`src/rtl/core/rlm_pkg.sv`:
```
package rlm_pkg;

    // Converter sample width and derived datapath widths
    localparam int SAMPLE_BITS   = 12;
    localparam int DC_BITS       = 12;
    localparam int MAG_BITS      = (SAMPLE_BITS > DC_BITS) ? SAMPLE_BITS : DC_BITS;
    localparam int SQ_BITS       = 2 * MAG_BITS;
    localparam int SUM_BITS      = 32;
    localparam int CNT_BITS      = 8;
    localparam int BS_BITS       = 8;
    localparam int FRAC_BITS     = 16;
    localparam int Q_BITS        = SUM_BITS + FRAC_BITS;
    localparam int THR10_BITS    = Q_BITS + 4;
    localparam int STEP_BITS     = 6;
    localparam int DEC_BITS      = 4;
    localparam int FINE_BITS     = 4;
    localparam int LVAL_BITS     = 80;
    localparam int CONST_BITS    = 63;
    localparam int LEVEL_BITS    = 7;
    localparam int S_TDATA_BITS  = ((SAMPLE_BITS + 7) / 8) * 8;
    localparam int M_TDATA_BITS  = 8;
    localparam int CFG_IDX_BITS  = 1;
    localparam int CFG_DATA_BITS = 12;

    // Search limits: q is scaled by 10^(SCALE_TOP - decade) before the fine compare
    localparam logic [STEP_BITS-1:0] DIV_LAST  = STEP_BITS'(Q_BITS - 1);
    localparam logic [STEP_BITS-1:0] SCALE_TOP = STEP_BITS'(18);
    localparam logic [FINE_BITS-1:0] FINE_TOP  = FINE_BITS'(9);

    // Register indexes and reset values
    localparam logic [CFG_IDX_BITS-1:0] REG_BLOCK_SIZE = 1'b0;
    localparam logic [CFG_IDX_BITS-1:0] REG_DC_OFFSET  = 1'b1;
    localparam logic [BS_BITS-1:0]      BLOCK_SIZE_RST = BS_BITS'(100);
    localparam logic [DC_BITS-1:0]      DC_OFFSET_RST  = DC_BITS'(2048);

    // Controller states
    typedef enum logic [7:0] {
        ST_IDLE   = 8'b0000_0001,
        ST_SQUARE = 8'b0000_0010,
        ST_ACCUM  = 8'b0000_0100,
        ST_DIV    = 8'b0000_1000,
        ST_DECADE = 8'b0001_0000,
        ST_SCALE  = 8'b0010_0000,
        ST_FINE   = 8'b0100_0000,
        ST_OUT    = 8'b1000_0000
    } state_t;

    // Commands from controller to datapath
    typedef struct packed {
        logic load_sample;
        logic square;
        logic accum;
        logic div_step;
        logic dec_step;
        logic scale_init;
        logic scale_step;
        logic fine_step;
        logic load_out;
    } rlm_cmd_t;

    // Status from datapath to controller
    typedef struct packed {
        logic block_done;
        logic div_last;
        logic below;
        logic dec_more;
        logic scale_done;
        logic fine_more;
        logic out_free;
    } rlm_stat_t;

    // 10^(b/10) scaled by 10^18, b = 0..9
    function automatic logic [CONST_BITS-1:0] fine_const(input logic [FINE_BITS-1:0] b);
        logic [CONST_BITS-1:0] r;
        case (b)
            4'd0:    r = 63'd1000000000000000000;
            4'd1:    r = 63'd1258925411794167210;
            4'd2:    r = 63'd1584893192461113485;
            4'd3:    r = 63'd1995262314968879601;
            4'd4:    r = 63'd2511886431509580111;
            4'd5:    r = 63'd3162277660168379332;
            4'd6:    r = 63'd3981071705534972508;
            4'd7:    r = 63'd5011872336272722851;
            4'd8:    r = 63'd6309573444801932494;
            4'd9:    r = 63'd7943282347242815021;
            default: r = '0;
        endcase
        return r;
    endfunction

endpackage

```
`src/rtl/core/rms_level_db_meter_unit.sv`:
```
// Channel  Ports                              Payload (lowest bit up)
// input    s_tvalid/s_tready/s_tdata          sample[11:0], zero pad
// result   m_tvalid/m_tready/m_tdata/m_tuser  tdata: level_db[6:0], zero pad; tuser: below_floor
// config   cfg_we/cfg_index/cfg_wdata         0: block_size[7:0], 1: dc_offset[11:0]
//
// A sample is accepted, squared and accumulated in turn; s_tready is high only
// while the controller is idle. The last sample of a block then runs the
// bit-serial divide, the decade search and times-ten scaling, and the fine
// compare, and loads the output; when the mean is below the floor, the scaling
// and the fine compare are skipped.
// Reset (aresetn, synchronous) clears the sum, the count and the output valid.
// A stalled result waits in the output register; the block keeps taking
// samples until the next block result needs that register.
module rms_level_db_meter_unit (
    input  logic                                 aclk,
    input  logic                                 aresetn,
    input  logic                                 s_tvalid,
    output logic                                 s_tready,
    input  logic [rlm_pkg::S_TDATA_BITS-1:0]     s_tdata,   // sample, zero pad
    output logic                                 m_tvalid,
    input  logic                                 m_tready,
    output logic [rlm_pkg::M_TDATA_BITS-1:0]     m_tdata,   // level_db, zero pad
    output logic                                 m_tuser,   // below_floor
    input  logic                                 cfg_we,
    input  logic [rlm_pkg::CFG_IDX_BITS-1:0]     cfg_index,
    input  logic [rlm_pkg::CFG_DATA_BITS-1:0]    cfg_wdata
);

    logic [rlm_pkg::BS_BITS-1:0]    block_size_reg;
    logic [rlm_pkg::DC_BITS-1:0]    dc_offset_reg;
    rlm_pkg::rlm_cmd_t              cmd;
    rlm_pkg::rlm_stat_t             stat;
    logic [rlm_pkg::LEVEL_BITS-1:0] level_db;
    logic                           below_floor;

    // Configuration registers
    always_ff @(posedge aclk) begin
        if (!aresetn) begin
            block_size_reg <= rlm_pkg::BLOCK_SIZE_RST;
            dc_offset_reg  <= rlm_pkg::DC_OFFSET_RST;
        end else if (cfg_we) begin
            unique case (cfg_index)
                rlm_pkg::REG_BLOCK_SIZE: block_size_reg <= cfg_wdata[rlm_pkg::BS_BITS-1:0];
                rlm_pkg::REG_DC_OFFSET:  dc_offset_reg  <= cfg_wdata[rlm_pkg::DC_BITS-1:0];
            endcase
        end
    end

    rlm_ctrl u_ctrl (
        .aclk     (aclk),
        .aresetn  (aresetn),
        .s_tvalid (s_tvalid),
        .s_tready (s_tready),
        .stat     (stat),
        .cmd      (cmd)
    );

    rlm_dp u_dp (
        .aclk        (aclk),
        .aresetn     (aresetn),
        .sample      (s_tdata[rlm_pkg::SAMPLE_BITS-1:0]),
        .block_size  (block_size_reg),
        .dc_offset   (dc_offset_reg),
        .cmd         (cmd),
        .stat        (stat),
        .m_tvalid    (m_tvalid),
        .m_tready    (m_tready),
        .level_db    (level_db),
        .below_floor (below_floor)
    );

    assign m_tdata = rlm_pkg::M_TDATA_BITS'(level_db);
    assign m_tuser = below_floor;

endmodule

```
`src/rtl/core/rlm_ctrl.sv`:
```
module rlm_ctrl (
    input  logic              aclk,
    input  logic              aresetn,
    input  logic              s_tvalid,
    output logic              s_tready,
    input  rlm_pkg::rlm_stat_t stat,
    output rlm_pkg::rlm_cmd_t  cmd
);

    rlm_pkg::state_t state_reg;
    rlm_pkg::state_t state_next;

    // State register
    always_ff @(posedge aclk) begin
        if (!aresetn) begin
            state_reg <= rlm_pkg::ST_IDLE;
        end else begin
            state_reg <= state_next;
        end
    end

    assign s_tready = (state_reg == rlm_pkg::ST_IDLE);

    // Next state and commands
    always_comb begin
        state_next = state_reg;
        cmd        = '0;
        unique case (state_reg)
            rlm_pkg::ST_IDLE: begin
                if (s_tvalid) begin
                    cmd.load_sample = 1'b1;
                    state_next      = rlm_pkg::ST_SQUARE;
                end
            end
            rlm_pkg::ST_SQUARE: begin
                cmd.square = 1'b1;
                state_next = rlm_pkg::ST_ACCUM;
            end
            rlm_pkg::ST_ACCUM: begin
                cmd.accum  = 1'b1;
                state_next = stat.block_done ? rlm_pkg::ST_DIV : rlm_pkg::ST_IDLE;
            end
            rlm_pkg::ST_DIV: begin
                cmd.div_step = 1'b1;
                if (stat.div_last) begin
                    state_next = rlm_pkg::ST_DECADE;
                end
            end
            rlm_pkg::ST_DECADE: begin
                if (stat.dec_more) begin
                    cmd.dec_step = 1'b1;
                end else if (stat.below) begin
                    state_next = rlm_pkg::ST_OUT;
                end else begin
                    cmd.scale_init = 1'b1;
                    state_next     = rlm_pkg::ST_SCALE;
                end
            end
            rlm_pkg::ST_SCALE: begin
                if (stat.scale_done) begin
                    state_next = rlm_pkg::ST_FINE;
                end else begin
                    cmd.scale_step = 1'b1;
                end
            end
            rlm_pkg::ST_FINE: begin
                if (stat.fine_more) begin
                    cmd.fine_step = 1'b1;
                end else begin
                    state_next = rlm_pkg::ST_OUT;
                end
            end
            rlm_pkg::ST_OUT: begin
                if (stat.out_free) begin
                    cmd.load_out = 1'b1;
                    state_next   = rlm_pkg::ST_IDLE;
                end
            end
            default: begin
                state_next = rlm_pkg::ST_IDLE;
            end
        endcase
    end

endmodule

```
`src/rtl/core/rlm_dp.sv`:
```
module rlm_dp (
    input  logic                                aclk,
    input  logic                                aresetn,
    input  logic [rlm_pkg::SAMPLE_BITS-1:0]     sample,
    input  logic [rlm_pkg::BS_BITS-1:0]         block_size,
    input  logic [rlm_pkg::DC_BITS-1:0]         dc_offset,
    input  rlm_pkg::rlm_cmd_t                   cmd,
    output rlm_pkg::rlm_stat_t                  stat,
    output logic                                m_tvalid,
    input  logic                                m_tready,
    output logic [rlm_pkg::LEVEL_BITS-1:0]      level_db,
    output logic                                below_floor
);

    logic [rlm_pkg::SAMPLE_BITS-1:0] sample_reg;
    logic [rlm_pkg::SQ_BITS-1:0]     sq_reg;
    logic [rlm_pkg::SUM_BITS-1:0]    sum_reg;
    logic [rlm_pkg::CNT_BITS-1:0]    cnt_reg;
    logic [rlm_pkg::Q_BITS-1:0]      quo_reg;
    logic [rlm_pkg::BS_BITS-1:0]     rem_reg;
    logic [rlm_pkg::STEP_BITS-1:0]   step_reg;
    logic [rlm_pkg::Q_BITS-1:0]      thr_reg;
    logic [rlm_pkg::DEC_BITS-1:0]    dec_reg;
    logic [rlm_pkg::FINE_BITS-1:0]   fine_reg;
    logic [rlm_pkg::LVAL_BITS-1:0]   lval_reg;
    logic [rlm_pkg::LEVEL_BITS-1:0]  level_reg;
    logic                            flag_reg;
    logic                            mvalid_reg;

    logic [rlm_pkg::MAG_BITS-1:0]    samp_ext;
    logic [rlm_pkg::MAG_BITS-1:0]    dc_ext;
    logic [rlm_pkg::MAG_BITS-1:0]    mag;
    logic [rlm_pkg::SUM_BITS:0]      sum_wide;
    logic [rlm_pkg::SUM_BITS-1:0]    sum_sat;
    logic [rlm_pkg::CNT_BITS-1:0]    cnt_inc;
    logic [rlm_pkg::BS_BITS-1:0]     n_eff;
    logic [rlm_pkg::BS_BITS:0]       rem_sh;
    logic                            rem_ge;
    logic [rlm_pkg::THR10_BITS-1:0]  thr10;
    logic [rlm_pkg::LVAL_BITS-1:0]   lval10;
    logic [rlm_pkg::FINE_BITS-1:0]   fine_inc;
    logic [rlm_pkg::LVAL_BITS-1:0]   fine_thr;
    logic [rlm_pkg::STEP_BITS-1:0]   scale_cnt;
    logic [rlm_pkg::LEVEL_BITS-1:0]  level_calc;

    // Absolute difference from the DC offset
    assign samp_ext = rlm_pkg::MAG_BITS'(sample_reg);
    assign dc_ext   = rlm_pkg::MAG_BITS'(dc_offset);
    assign mag      = (samp_ext >= dc_ext) ? (samp_ext - dc_ext) : (dc_ext - samp_ext);

    // Saturating accumulate and block count
    assign sum_wide = (rlm_pkg::SUM_BITS + 1)'(sum_reg) + (rlm_pkg::SUM_BITS + 1)'(sq_reg);
    assign sum_sat  = sum_wide[rlm_pkg::SUM_BITS] ? '1 : sum_wide[rlm_pkg::SUM_BITS-1:0];
    assign cnt_inc  = cnt_reg + 1'b1;
    assign n_eff    = (block_size == '0) ? rlm_pkg::BS_BITS'(1) : block_size;

    // Restoring divider, one quotient bit per cycle
    assign rem_sh = {rem_reg, quo_reg[rlm_pkg::Q_BITS-1]};
    assign rem_ge = (rem_sh >= (rlm_pkg::BS_BITS + 1)'(n_eff));

    // Times-ten by shift and add
    assign thr10  = (rlm_pkg::THR10_BITS'(thr_reg) << 3) + (rlm_pkg::THR10_BITS'(thr_reg) << 1);
    assign lval10 = (lval_reg << 3) + (lval_reg << 1);

    // Fine threshold for the next tenth of a decade, aligned to q's fraction bits
    assign fine_inc  = fine_reg + 1'b1;
    assign fine_thr  = rlm_pkg::LVAL_BITS'(rlm_pkg::fine_const(fine_inc)) << rlm_pkg::FRAC_BITS;
    assign scale_cnt = rlm_pkg::SCALE_TOP - rlm_pkg::STEP_BITS'(dec_reg);

    assign level_calc = (rlm_pkg::LEVEL_BITS'(dec_reg) << 3)
                      + (rlm_pkg::LEVEL_BITS'(dec_reg) << 1)
                      + rlm_pkg::LEVEL_BITS'(fine_reg);

    // Status toward the controller
    always_comb begin
        stat.block_done = (cnt_inc >= n_eff);
        stat.div_last   = (step_reg == rlm_pkg::DIV_LAST);
        stat.below      = (quo_reg[rlm_pkg::Q_BITS-1:rlm_pkg::FRAC_BITS] == '0);
        stat.dec_more   = (rlm_pkg::THR10_BITS'(quo_reg) >= thr10);
        stat.scale_done = (step_reg == scale_cnt);
        stat.fine_more  = (fine_reg != rlm_pkg::FINE_TOP) && (lval_reg >= fine_thr);
        stat.out_free   = !mvalid_reg || m_tready;
    end

    // Accumulator state
    always_ff @(posedge aclk) begin
        if (!aresetn) begin
            sum_reg <= '0;
            cnt_reg <= '0;
        end else if (cmd.accum) begin
            if (stat.block_done) begin
                sum_reg <= '0;
                cnt_reg <= '0;
            end else begin
                sum_reg <= sum_sat;
                cnt_reg <= cnt_inc;
            end
        end
    end

    // Sample, square and level search payload
    always_ff @(posedge aclk) begin
        if (cmd.load_sample) begin
            sample_reg <= sample;
        end
        if (cmd.square) begin
            sq_reg <= rlm_pkg::SQ_BITS'(mag) * rlm_pkg::SQ_BITS'(mag);
        end
        if (cmd.accum) begin
            quo_reg  <= {sum_sat, {rlm_pkg::FRAC_BITS{1'b0}}};
            rem_reg  <= '0;
            step_reg <= '0;
            thr_reg  <= rlm_pkg::Q_BITS'(1) << rlm_pkg::FRAC_BITS;
            dec_reg  <= '0;
            fine_reg <= '0;
        end
        if (cmd.div_step) begin
            quo_reg  <= {quo_reg[rlm_pkg::Q_BITS-2:0], rem_ge};
            rem_reg  <= rem_ge ? rlm_pkg::BS_BITS'(rem_sh - (rlm_pkg::BS_BITS + 1)'(n_eff))
                               : rem_sh[rlm_pkg::BS_BITS-1:0];
            step_reg <= step_reg + 1'b1;
        end
        if (cmd.dec_step) begin
            thr_reg <= rlm_pkg::Q_BITS'(thr10);
            dec_reg <= dec_reg + 1'b1;
        end
        if (cmd.scale_init) begin
            lval_reg <= rlm_pkg::LVAL_BITS'(quo_reg);
            step_reg <= '0;
        end
        if (cmd.scale_step) begin
            lval_reg <= lval10;
            step_reg <= step_reg + 1'b1;
        end
        if (cmd.fine_step) begin
            fine_reg <= fine_inc;
        end
        if (cmd.load_out) begin
            level_reg <= level_calc;
            flag_reg  <= stat.below;
        end
    end

    // Output register valid
    always_ff @(posedge aclk) begin
        if (!aresetn) begin
            mvalid_reg <= 1'b0;
        end else if (cmd.load_out) begin
            mvalid_reg <= 1'b1;
        end else if (m_tready) begin
            mvalid_reg <= 1'b0;
        end
    end

    assign m_tvalid    = mvalid_reg;
    assign level_db    = level_reg;
    assign below_floor = flag_reg;

endmodule

```
`config.mk`:
```
export PLATFORM = sky130hd
export DESIGN_NAME = rms_level_db_meter_unit
export DESIGN_NICKNAME = d
export VERILOG_FILES = /design/src/rtl/core/rlm_pkg.sv /design/src/rtl/core/rms_level_db_meter_unit.sv /design/src/rtl/core/rlm_ctrl.sv /design/src/rtl/core/rlm_dp.sv
export SDC_FILE = /design/constraint.sdc
export NUM_CORES = 1
export LEC_CHECK = 0
export BUFFER_PORTS_ARGS = -buffer_cell sky130_fd_sc_hd__buf_2
export CAP_MARGIN = 20
export CORE_AREA = 5 5 212 214
export CTS_BUF_LIST = sky130_fd_sc_hd__clkbuf_16
export CTS_CLUSTER_SIZE = 30
export DETAILED_ROUTE_END_ITERATION = 6
export DIE_AREA = 0 0 217 219
export GPL_ROUTABILITY_DRIVEN = 0
export MAX_ROUTING_LAYER = met4
export PLACE_DENSITY = 0.89
export REMOVE_ABC_BUFFERS = 1
export SLEW_MARGIN = 5
export SYNTH_ARGS = -nofsm -noshare
export SYNTH_HDL_FRONTEND = slang
export SYNTH_HIERARCHICAL = 1
export SYNTH_SLANG_ARGS = --single-unit
```
`constraint.sdc`:
```
create_clock -name aclk -period 14.4 [get_ports aclk]
set_input_delay 0 -clock aclk [delete_from_list [all_inputs] [get_ports aclk]]
set_output_delay 0 -clock aclk [all_outputs]
set_load 0.05 [all_outputs]
```
Yosys cells after proc, flatten, opt, wreduce, memory -nomap -nowiden
Memory sizes are Yosys's and may differ from the RTL's.
Cells that the tools add are included.
{"block": "op_classes", "addsub": 13, "n_mul": 1, "magnitude_cmp": 5, "n_eq_ne": 17, "n_mux": 47, "bitwise": 1, "n_reduce_logical": 14}
{"operator": "$mux 48", "n": 4}
{"operator": "$mux 80", "n": 2}
{"operator": "$mux 8", "n": 12}
{"operator": "$add 80x80->80", "n": 1}
{"operator": "$ge 80x79->1", "n": 1}
{"operator": "$mux 32", "n": 2}
{"operator": "$pmux 8 s8", "n": 1}
{"operator": "$add 51x49->52", "n": 1}
{"operator": "$ge 48x52->1", "n": 1}
{"operator": "$add 32x24->33", "n": 1}
{"operator": "$logic_not 32->1", "n": 1}
{"operator": "$mul 12x12->24", "n": 1}
{"operator": "$mux 6", "n": 4}
{"operator": "$sub 12x12->12", "n": 2}
{"operator": "$mux 1", "n": 16}
{"operator": "$mux 4", "n": 4}
{"operator": "$ge 12x12->1", "n": 1}
{"operator": "$mux 12", "n": 1}
{"operator": "$ne 2x2->1 const B", "n": 6}
{"operator": "$reduce_bool 2->1", "n": 5}
{"operator": "$ge 9x8->1", "n": 1}
{"operator": "$add 4x1->4 const B", "n": 2}
{"operator": "$add 8x1->8 const B", "n": 1}
{"operator": "$eq 8x1->1 const B", "n": 1}
{"operator": "25 further kinds", "n": 26}
{"block": "totals", "reg_bits": 311, "rom_bits": 976, "input_bits": 34, "out_inout_bits": 11, "elab_cells": 116, "n_memories": 1}
{"name": "(no name shown)", "depth": 16, "word_bits": 61, "read_ports": 1, "rd_clocked_by_memory_dff": 0, "wr": 0, "line": "rlm_pkg.sv:75", "rtl": "case (b)"}

Depth between registers and ports, before layout
An unclocked memory read counts as a cell.
{"block": "logic_depth", "depth_word": 7, "ltp_mapped": 35, "mapped_depth_nobuf": 35}

By module
The synthesis kept the hierarchy.
{"module": "rlm_dp", "n_inst": 1, "cells_each": 2931, "area_each_um2": 26158.8, "seq_area_each_um2": 7577.3}
{"module": "rms_level_db_meter_unit", "n_inst": 1, "cells_each": 86, "area_each_um2": 789.5, "seq_area_each_um2": 400.4}
{"module": "rlm_ctrl", "n_inst": 1, "cells_each": 77, "area_each_um2": 624.3, "seq_area_each_um2": 160.2}

Least setup slack after synthesis
No wires, ideal clock.
{"block": "synth_path", "kind": "flip-flop to flip-flop", "from": "reg u_dp.sample_reg, in the netlist u_dp/samp_ext[0]", "to": "reg u_dp/sq_reg[23] (netlist name), data pin", "setup_time_ns": 0.262, "t_arrival_ns": 7.688, "required_time_ns": 14.138, "path_slack_ns": 6.450, "path_stages_with_launch": 34, "path_buffers": 1, "period_less_slack_ns": 7.950, "path_cell_list": "edfxtp_1 > inv_1 > ha_1 > inv_1 > fa_1 > nand3_1 > a311oi_2 > o32ai_4 > mux2_2 > a21boi_1 > o221ai_1 > a21oi_1 > xor2_1 > buf_4 > nor2_1 > fa_1 > inv_1 > fa_1 > inv_1 > fa_1 > fa_1 > inv_1 > fa_1 > inv_1 > ha_1 > a21o_1 > a21o_1 > nor2b_1 > a2111oi_2 > a21oi_1 > o21a_1 > o31ai_1 > a21oi_1 > xor2_1"}
{"block": "synth_between", "elab_chain_len": 3}
{"element": "from (decl)", "line": "rlm_dp.sv:15", "rtl": "logic [rlm_pkg::SAMPLE_BITS-1:0] sample_reg;"}
{"element": "from (signal assigned)", "line": "rlm_dp.sv:104", "rtl": "sample_reg <= sample;"}
{"element": "$sub 12x12->12 / $ge 12x12->1 (equally long branches)", "line": "rlm_dp.sv:49", "rtl": "assign mag = (samp_ext >= dc_ext) ? (samp_ext - dc_ext) : (dc_ext - samp_ext);"}
{"element": "$mux 12 *", "line": "rlm_dp.sv:49"}
{"element": "$mul 12x12->24 *", "line": "rlm_dp.sv:107", "rtl": "sq_reg <= rlm_pkg::SQ_BITS'(mag) * rlm_pkg::SQ_BITS'(mag);"}
{"element": "to (signal assigned)", "line": "rlm_dp.sv:107"}
{"element": "to (decl)", "line": "rlm_dp.sv:16", "rtl": "logic [rlm_pkg::SQ_BITS-1:0] sq_reg;"}
Every way passes the cells marked *; elsewhere a longest branch is shown, timed or not.
A chain may end at the register's enable or synchronous reset.

Final worst setup path
Same ends and word-level chain as after synthesis.

==> out/qor.yml <==
netlist_area_sq_um: 27600
slowest_stage: "xor2_1"
numCtsBuffers: 34
clock-root-buffer: "clkbuf_16"
area_growth_pct: 7.51
highest_layer: "met4"
grt_pass1_vias: 24500
cts.repair.resized: 0
grt-ovfl-total: 0
cts_hold_buf: 44
synth-seq-cells: 294
slew_violations: 0
fp.dieArea_sq_um: 47500
io_pins: 45
met1_length_um: 27900
rows: 76
wl_per_cell_um: 20.4
finalNetCount: 3574
setup_viol: 0
drv_cap: 0
yosys_warnings: 6
dp_hpwl_um: 52400
min_period_over_period: 0.737
path_clk_slew_ns: 0.07
cp-end-kind: "register"
synth-adder-area-share: 0.217
synthFlopType: "edfxtp_1"
max_slew_margin: 0.209
fin_crit_ns: 10.61
min_path_type: "primary input to register"
grt_first_pass_wirelength_um: 121000
failed_checks: "design-rule violations"
fp.dieW_um: 217
vias: 24500
synthXorXnorAreaFrac: 0.0577
synth_simple_gate_area_frac: 0.168
routed_wl_um: 75200
avgSynthCellArea_sq_um: 8.91
cp_top_family: "adder cells"
avgViaCountPerCell: 6.64
initial_utilization: 0.646
clock_path_buffers: 3
cp.buffers_inverters: 6
rsz0062_at_grt: "no"
fillers: 2884
cp.required_ns: 14.72
largest_reg_flops: 80
synth-edff-count: 225
route.met2.wl_um: 36200
clk_latency_ns: 0.60
worstMarginPinSlew_ns: 1.18
synthArstFlopShare: 0
finalSetupTns_ns: 0
track_usage: 0.317
drc: 11
arrival_ns: 10.93
critPathMaxFanout: 18
die_h_um: 219
antenna_left: 0
netlist-cell-type-count: 102
drt_iter0_drc: 3181
firstDrtPassIters: 7
grt_start_max_net_pins: 82
syn_inst: 3094
post_cts_buffers: 0
synth_top_family_by_area: "adder cells"
skew_ns: 0.0465
outcome: "finished, violations left"
synthMuxAreaShare: 0.0239
h-tree-depth: 2
port_buffers: 39
antenna_found_initial: 0
fmax_mhz: 94.3
core_sq_um: 42700
met3_length_um: 6000
critPathKind: "register to register"
drive_above_1_share: 0.0628
hold_viol_final: 0
synth_compound_area_frac: 0.182
cpPeakStageDelay_ns: 0.96
clock-sinks: 294
cp-start-kind: "register"
cts_tree: "built"
synth.yosys.seq_area_share: 0.295
==> synth_stat cells, drive strengths merged, types with 32 or more instances <==
| cell type | count | area share |
|---|---|---|
| and3 | 34 | 0.0078 |
| nor3 | 60 | 0.012 |
| edfxtp | 225 | 0.25 |
| o21bai | 32 | 0.0087 |
| xnor2 | 111 | 0.036 |
| a21o | 110 | 0.030 |
| dfxtp | 69 | 0.050 |
| fa | 89 | 0.065 |
| nor2b | 51 | 0.012 |
| nand4 | 63 | 0.015 |
| nor2 | 244 | 0.033 |
| a21oi | 263 | 0.048 |
| xor2 | 68 | 0.022 |
| o21ai | 193 | 0.035 |
| inv | 275 | 0.037 |
| ha | 336 | 0.15 |
| and2 | 69 | 0.016 |
| clkbuf | 89 | 0.012 |
| nand3 | 54 | 0.0098 |
| nand2 | 250 | 0.034 |
==> through the flow <==
stage / worst slack (ns) / instance area [sq um] / hold WS, ns / instances / util
after floorplan: 3.73 / 27100 / 0.0786 / 2977 / -
final: 3.79 / 29600 / 0.0572 / 3685 / 0.694
after global routing: 3.64 / 29600 / 0.103 / 3684 / 0.694
after CTS: 4.64 / 29600 / 0.000872 / 3683 / 0.694
after global placement: 5.13 / 28100 / 0.179 / 3580 / 0.659
after detailed placement: 4.74 / 28100 / 0.179 / 3580 / 0.659
==> kinds of logic (layout without fill, tap and decap cells) <==
family                   Yosys count  count (layout)
adder cells (fa/ha/maj)          425             425
buffers and inverters            393             437
AND/OR/NAND/NOR                  942             942
XOR/XNOR                         179             179
multiplexers                      62              62
flip-flops                       294             294
other                              1               2
AO/OA/AOI/OAI                    798             798
==> worst reg2reg max path: cells and delay by family (launching register included) <==
| family | cells | cell delay (ns) |
|---|---|---|
| AO/OA/AOI/OAI | 13 | 3.71 |
| XOR/XNOR | 2 | 1.12 |
| adder cells (fa/ha/maj) | 8 | 3.70 |
| buffers and inverters | 6 | 0.42 |
| flip-flops | 1 | 0.40 |
| multiplexers | 1 | 0.35 |
| AND/OR/NAND/NOR | 3 | 0.65 |
==> area by class of cell <==
class	instances	area, sq um	area share
Inverter	276	1040	0.0349
Timing Repair Buffer	102	778	0.0263
Antenna cell	1	2.50	0.0000844
Clock buffer	34	851	0.0287
Clock inverter	25	210	0.00709
Tap cell	546	683	0.0230
Sequential cell	294	8140	0.275
Multi-Input combinational cell	2407	17900	0.605
==> per-layer routing <==
layer,GRT usage,vias to the layer above
met3,0.0440,430
met4,0.183,0
met1,0.364,11400
met5,-,-
met2,0.536,1502
li1,-,11100
==> cell usage in the layout, fill, tap and decap left out, types with 31 or more instances in the layout <==
master           n
ha_1           336
inv_1          273
a21oi_1        259
nand2_1        249
nor2_1         244
edfxtp_1       225
o21ai_0        176
a21o_1         110
xnor2_1        107
fa_1            89
dfxtp_1         69
and2_1          67
xor2_1          67
nand4_1         62
nor3_1          56
nand3_1         54
nor2b_1         49
dlygate4sd3_1   44
buf_2           39
clkbuf_16       34
and3_1          33
o21bai_1        32
mux2i_1         31
mux2_2          31
==> path summary, 6_finish.rpt <==
path / to / slack [ns] / startpoint / cells after the start
max: u_dp/sq_reg[23] / 3.79 / u_dp/samp_ext[0] / 33
min: dc_offset_reg[11] / 0.06 / aresetn / 2
max reg2reg: u_dp/sq_reg[23] / 3.79 / u_dp/samp_ext[0] / 33
min reg2reg: u_dp/sum_reg[17] / 0.47 / u_dp/sum_reg[17] / 2
Power is not shown: default switching activity piles up to over one toggle a cycle in this logic, so the estimate is an artifact.
